$ cat src/design/tmtc_pkg.sv
package tmtc_pkg;

  localparam int DefaultMaxEvents = 64;
  localparam logic [17:0] DefaultTempoReset = 18'd30720;
  localparam logic [15:0] TicksPerBeatReset = 16'd480;

  // Microseconds per minute in Q.8: 60 * 1000000 * 256.
  localparam logic [33:0] UsPerMinQ8 = 34'd15360000000;
  localparam logic signed [63:0] SatLim = 64'sd1152921504606846976;
  localparam logic signed [63:0] Max48 = 64'sd140737488355327;
  localparam logic signed [63:0] Min48 = -64'sd140737488355328;
  localparam logic signed [63:0] Max32 = 64'sd2147483647;
  localparam logic signed [63:0] Min32 = -64'sd2147483648;

  localparam logic [2:0] ReqInsert = 3'd0;
  localparam logic [2:0] ReqDelete = 3'd1;
  localparam logic [2:0] ReqTempo = 3'd2;
  localparam logic [2:0] ReqTickToTime = 3'd3;
  localparam logic [2:0] ReqTimeToTick = 3'd4;

  localparam logic CfgDefaultTempo = 1'b0;
  localparam logic CfgTicksPerBeat = 1'b1;

  typedef struct packed {
    logic [2:0] req_type;
    logic signed [31:0] tick;
    logic signed [31:0] end_tick;
    logic [17:0] tempo_value;
    logic signed [47:0] time_in;
  } tmtc_in_t;

  typedef struct packed {
    logic [17:0] tempo_out;
    logic signed [47:0] time_out;
    logic signed [31:0] tick_out;
    logic status;
  } tmtc_out_t;

  typedef enum logic [4:0] {
    ST_IDLE,
    ST_SCAN_RD,
    ST_SCAN,
    ST_INS_RD,
    ST_INS_WR,
    ST_DEL_RD,
    ST_DEL,
    ST_DEL_WR,
    ST_CONV_CHK,
    ST_CONV_RD,
    ST_CONV_EV,
    ST_SEG_WAIT,
    ST_SEG_DONE,
    ST_FINAL,
    ST_FIN_WAIT,
    ST_OUT
  } tmtc_state_t;

  function automatic logic signed [63:0] sat_add(input logic signed [63:0] a,
                                                   input logic signed [63:0] b);
    logic signed [64:0] s;
    s = 65'(a) + 65'(b);
    if (s > 65'(SatLim)) sat_add = SatLim;
    else if (s < -65'(SatLim)) sat_add = -SatLim;
    else sat_add = s[63:0];
  endfunction

endpackage

$ cat src/design/tmtc_muldiv.sv
// Bit-serial min(floor(a*b/d), cap) with the sign taken from the neg input.
// Multiply by shift and add, then restoring division of the 128-bit product.
module tmtc_muldiv (
  input  logic clk,
  input  logic rst_n,
  input  logic start,
  input  logic neg,
  input  logic [63:0] a,
  input  logic [63:0] b,
  input  logic [63:0] d,
  output logic busy,
  output logic signed [63:0] res
);
  import tmtc_pkg::*;

  logic [1:0] ph_r, ph_nxt;
  logic [6:0] cnt_r, cnt_nxt;
  logic [127:0] prod_r, prod_nxt;
  logic [63:0] mcand_r, mcand_nxt, mplier_r, mplier_nxt, d_r;
  logic [64:0] rem_r, rem_nxt;
  logic [63:0] q_r, q_nxt;
  logic over_r, over_nxt, neg_r;
  logic signed [63:0] res_r, res_nxt;
  logic [64:0] rsh;
  logic [63:0] qq;

  always_ff @(posedge clk) begin
    if (!rst_n) begin
      ph_r <= 2'd0;
    end else begin
      ph_r <= ph_nxt;
    end
    cnt_r <= cnt_nxt;
    prod_r <= prod_nxt;
    mcand_r <= mcand_nxt;
    mplier_r <= mplier_nxt;
    rem_r <= rem_nxt;
    q_r <= q_nxt;
    over_r <= over_nxt;
    res_r <= res_nxt;
    if (start) begin
      d_r <= d;
      neg_r <= neg;
    end
  end

  always_comb begin
    ph_nxt = ph_r;
    cnt_nxt = cnt_r;
    prod_nxt = prod_r;
    mcand_nxt = mcand_r;
    mplier_nxt = mplier_r;
    rem_nxt = rem_r;
    q_nxt = q_r;
    over_nxt = over_r;
    res_nxt = res_r;
    rsh = {rem_r[63:0], prod_r[127]};
    qq = '0;
    unique case (ph_r)
      2'd0: begin
        if (start) begin
          ph_nxt = 2'd1;
          cnt_nxt = '0;
          prod_nxt = '0;
          mcand_nxt = a;
          mplier_nxt = b;
        end
      end
      2'd1: begin
        // One multiplier bit per cycle, most significant first.
        prod_nxt = {prod_r[126:0], 1'b0} + (mplier_r[63] ? {64'd0, mcand_r} : 128'd0);
        mplier_nxt = {mplier_r[62:0], 1'b0};
        cnt_nxt = cnt_r + 7'd1;
        if (cnt_r == 7'd63) begin
          ph_nxt = 2'd2;
          cnt_nxt = '0;
          rem_nxt = '0;
          q_nxt = '0;
          over_nxt = 1'b0;
        end
      end
      2'd2: begin
        if (q_r[63]) over_nxt = 1'b1;
        qq = {q_r[62:0], 1'b0};
        if (rsh >= {1'b0, d_r}) begin
          rem_nxt = rsh - {1'b0, d_r};
          qq[0] = 1'b1;
        end else begin
          rem_nxt = rsh;
        end
        q_nxt = qq;
        prod_nxt = {prod_r[126:0], 1'b0};
        cnt_nxt = cnt_r + 7'd1;
        if (cnt_r == 7'd127) begin
          ph_nxt = 2'd3;
        end
      end
      default: begin
        if (over_r || q_r > 64'(SatLim)) res_nxt = neg_r ? -SatLim : SatLim;
        else res_nxt = neg_r ? -$signed(q_r) : $signed(q_r);
        ph_nxt = 2'd0;
      end
    endcase
  end

  assign busy = (ph_r != 2'd0) || start;
  assign res = res_r;

endmodule

$ cat config.mk
export PLATFORM = sky130hd
export DESIGN_NAME = tmtc_muldiv
export DESIGN_NICKNAME = d
export VERILOG_FILES = /design/src/design/tmtc_pkg.sv /design/src/design/tmtc_muldiv.sv
export SDC_FILE = /design/constraint.sdc
export NUM_CORES = 1
export LEC_CHECK = 0
export ABC_AREA = 0
export BUFFER_PORTS_ARGS = -buffer_cell sky130_fd_sc_hd__buf_2
export CAP_MARGIN = 20
export CORE_MARGIN = 5
export CORE_UTILIZATION = 55
export DETAILED_ROUTE_END_ITERATION = 8
export HOLD_SLACK_MARGIN = 0.02
export PLACE_DENSITY = 0.75
export SLEW_MARGIN = 20
export SYNTH_ARGS = -nofsm -noshare
export SYNTH_HDL_FRONTEND = slang
export SYNTH_SLANG_ARGS = --single-unit
$ cat constraint.sdc
create_clock -name clk -period 21.8 [get_ports clk]
set_clock_uncertainty 0.2 [all_clocks]
set_input_delay 4.36 -clock clk [delete_from_list [all_inputs] [get_ports clk]]
set_output_delay 4.36 -clock clk [all_outputs]
set_load 0.05 [all_outputs]
==> flow_metrics.tcl <==
set metrics [dict create \
    outcome "completed" \
    cp.arrival_ns 5.47 \
    synth.distinct_cells 81 \
    ys_ff_latch 523 \
    vias 23875 \
    fill_cells 4583 \
    met3_length_mm 3.78 \
    endpoint_kind "output pin" \
    required_ns 17.24 \
    fin_tns_setup_ns 0 \
    antenna_found_initial 4 \
    fin_ws_ns 11.77 \
    hold_class "reg2reg" \
    switchingPower_uw 1680 \
    critPathLaunchType "input pin" \
    period_minus_slack_ns 10.03 \
    power.leakage_uw 0.0137 \
    ant_nets 0 \
    maxSlewViolCount 0 \
    clock_latency_ns 0.61 \
    netlist_area_sq_um 31400 \
    final_nets 3570 \
    post-place-ws_ns 11.77 \
    p_seq_frac 0.385 \
    ios 261 \
    htree_levels 2 \
    synth_edf_count 521 \
    post-route-period-util 0.460 \
    ys_top_cells_by_area "edfxtp_1 50%, ha_1 5.3%, and2_1 4.0%, o21ai_0 3.9%, nand2_1 3.4%" \
    rsz0062_at_grt "false" \
    postCtsHoldBufs 0 \
    setup_viol_count_final 0 \
    die_x_um 249 \
    layout.cells.non_filler 4044 \
    hold_viol_final 0 \
    fin_area_sq_um 35100 \
    p_int_uw 2740 \
    synth_area_leader_cell "edfxtp_1" \
    drt_iter0_drc 1891 \
    max_freq_ghz 0.0997 \
    power_density_nw_per_um2 126 \
    wl_met2_mm 35.6 \
    cts-root-buf "clkbuf_16" \
    grt_max_degree 136 \
    placed_cell_area_sq_um 33200 \
    synth_cells 3053 \
    cts_setup_buffers 0 \
    power_frac_clock 0.222 \
    drive_above_1_share 0.153 \
    synth_top_area_share 0.499 \
    worst_pin_slew_ns 1.08 \
    clk_path_buf_depth 3 \
    highest_layer "met5" \
    synth_warnings 0 \
    synth_ff_type "edfxtp_1" \
    syn_nets 3384 \
    grt_pass1_vias 23363 \
    ys_seq_area_frac 0.500 \
    cts_resized 0 \
    globalplace.congestion 0.932 \
    peakVddDrop_v 0.0000796 \
    pwr-share-comb 0.392 \
    routed_wl_mm 73.8 \
    rows 87 \
    post_drt_wl_per_cell_um 18.3 \
    grt-ovfl-total 0 \
    worstPathMaxFanout 28 \
    drtPass1Iterations 5 \
    start_util 0.555 \
    grtUsageTotal 0.228 \
    swShare 0.379 \
    clkTransAtPathRegs_ns 0.06 \
    hpwlAfterDp_mm 51.6 \
    ys_top_cells_by_count "521 x edfxtp_1, 285 x nand2_1, 247 x o21ai_0" \
    cts_sinks 523 \
    postLayoutCoreUtil 0.622 \
    route.detailed.drc 0 \
    async_reset_ff_frac 0 \
    grt_pass1_wl_mm 120 \
    maxCapViolations 0 \
    die-area_sq_um 61900 \
    core_area_sq_um 56500 \
    cts_tree "done" \
    routed_via_density 5.90 \
    synth_area_per_cell_sq_um 10.3 \
    synth.most_common_cell "edfxtp_1" \
    slew_headroom 0.277 \
    dp_cells 3937 \
    cts_buffers 55 \
    die_h_um 249 \
    io_buffers 260 \
    crit_type "in2out" \
    wl_met1_mm 32.6 \
    area_growth_pct 12.0 \
]
==> per-layer routing <==
| metal | up-vias | track usage |
|---|---|---|
| met5 | - | 0 |
| met4 | 2 | 0.0687 |
| met3 | 122 | 0.0297 |
| met2 | 712 | 0.385 |
| met1 | 11444 | 0.310 |
| li1 | 11595 | - |
==> power by group through the flow <==
stage / Combinational, uW / Clock (uW) / Sequential, uW
2_1_floorplan: 1300 / 0 / 1730
3_3_place_gp: 1670 / 0 / 1700
3_5_place_dp: 1700 / 0 / 1720
4_1_cts: 1720 / 1010 / 1700
5_1_grt: 1920 / 1050 / 1740
6_report: 1730 / 983 / 1700
==> through the flow <==
step / total power (uW) / hold slack, ns
CTS: 4420 / 0.352
detailed placement: 3420 / 0.337
global route: 4700 / 0.364
finish: 4420 / 0.350
global placement: 3370 / 0.328
floorplan: 3030 / 0.290
==> kinds of logic after synthesis <==
kind of cell	share of synthesized area
AO/OA/AOI/OAI	0.150
multiplexers	0.0258
adder cells (fa/ha/maj)	0.0543
AND/OR/NAND/NOR	0.186
buffers and inverters	0.0342
flip-flops	0.500
XOR/XNOR	0.0491
==> critical path: stages <==
cell and delay [ns]:
buf_2 0.10, buf_4 0.24, nor2_1 0.34, inv_1 0.16, buf_2 0.25
==> final timing paths <==
path	start	cells past startpoint	slack (ns)	to
setup / recovery	start	5	11.77	busy
hold / removal	mplier_r[26]	1	0.35	mplier_r[27]
setup reg to reg	mplier_r[63]	16	16.03	prod_r[125]
hold reg to reg	mplier_r[26]	1	0.35	mplier_r[27]
==> area by class of cell <==
cell class,count,area [sq um],area share
antenna,3,7.51,0.000214
clock buffer,60,1400,0.0397
clock inverter,43,508,0.0145
inverter,117,439,0.0125
multi-input combinational,2261,14700,0.418
sequential,523,15700,0.446
tap,756,946,0.0269
timing repair buffer,281,1480,0.0420
==> layout by cell type, fill, tap and decap left out, types with 17 or more instances in the layout <==
master,instances
edfxtp_1,521
nand2_1,284
buf_2,260
o21ai_0,246
and2_1,198
a21oi_1,180
nor2_1,170
ha_1,130
inv_1,117
xor2_1,109
a21o_1,82
nand3_1,80
nand4_1,73
nor2b_1,67
xnor2_1,67
mux2_2,63
clkbuf_16,55
and3_1,52
nor3_1,44
o31ai_1,42
a31oi_1,38
a22oi_1,28
o21bai_1,24
or3_1,24
nand2b_1,23
buf_4,19
nor4_1,18
o21a_1,17
==> sequential cells by signal, indices dropped and copies added (netlist names), 2 cells and up <==
signal,cells
mplier_r,64
res,64
prod_r,128
ph_r,2
d_r,64
mcand_r,64
rem_r,64
q_r,64
cnt_r,7
Note: power is estimated with default switching activity, not from simulation.
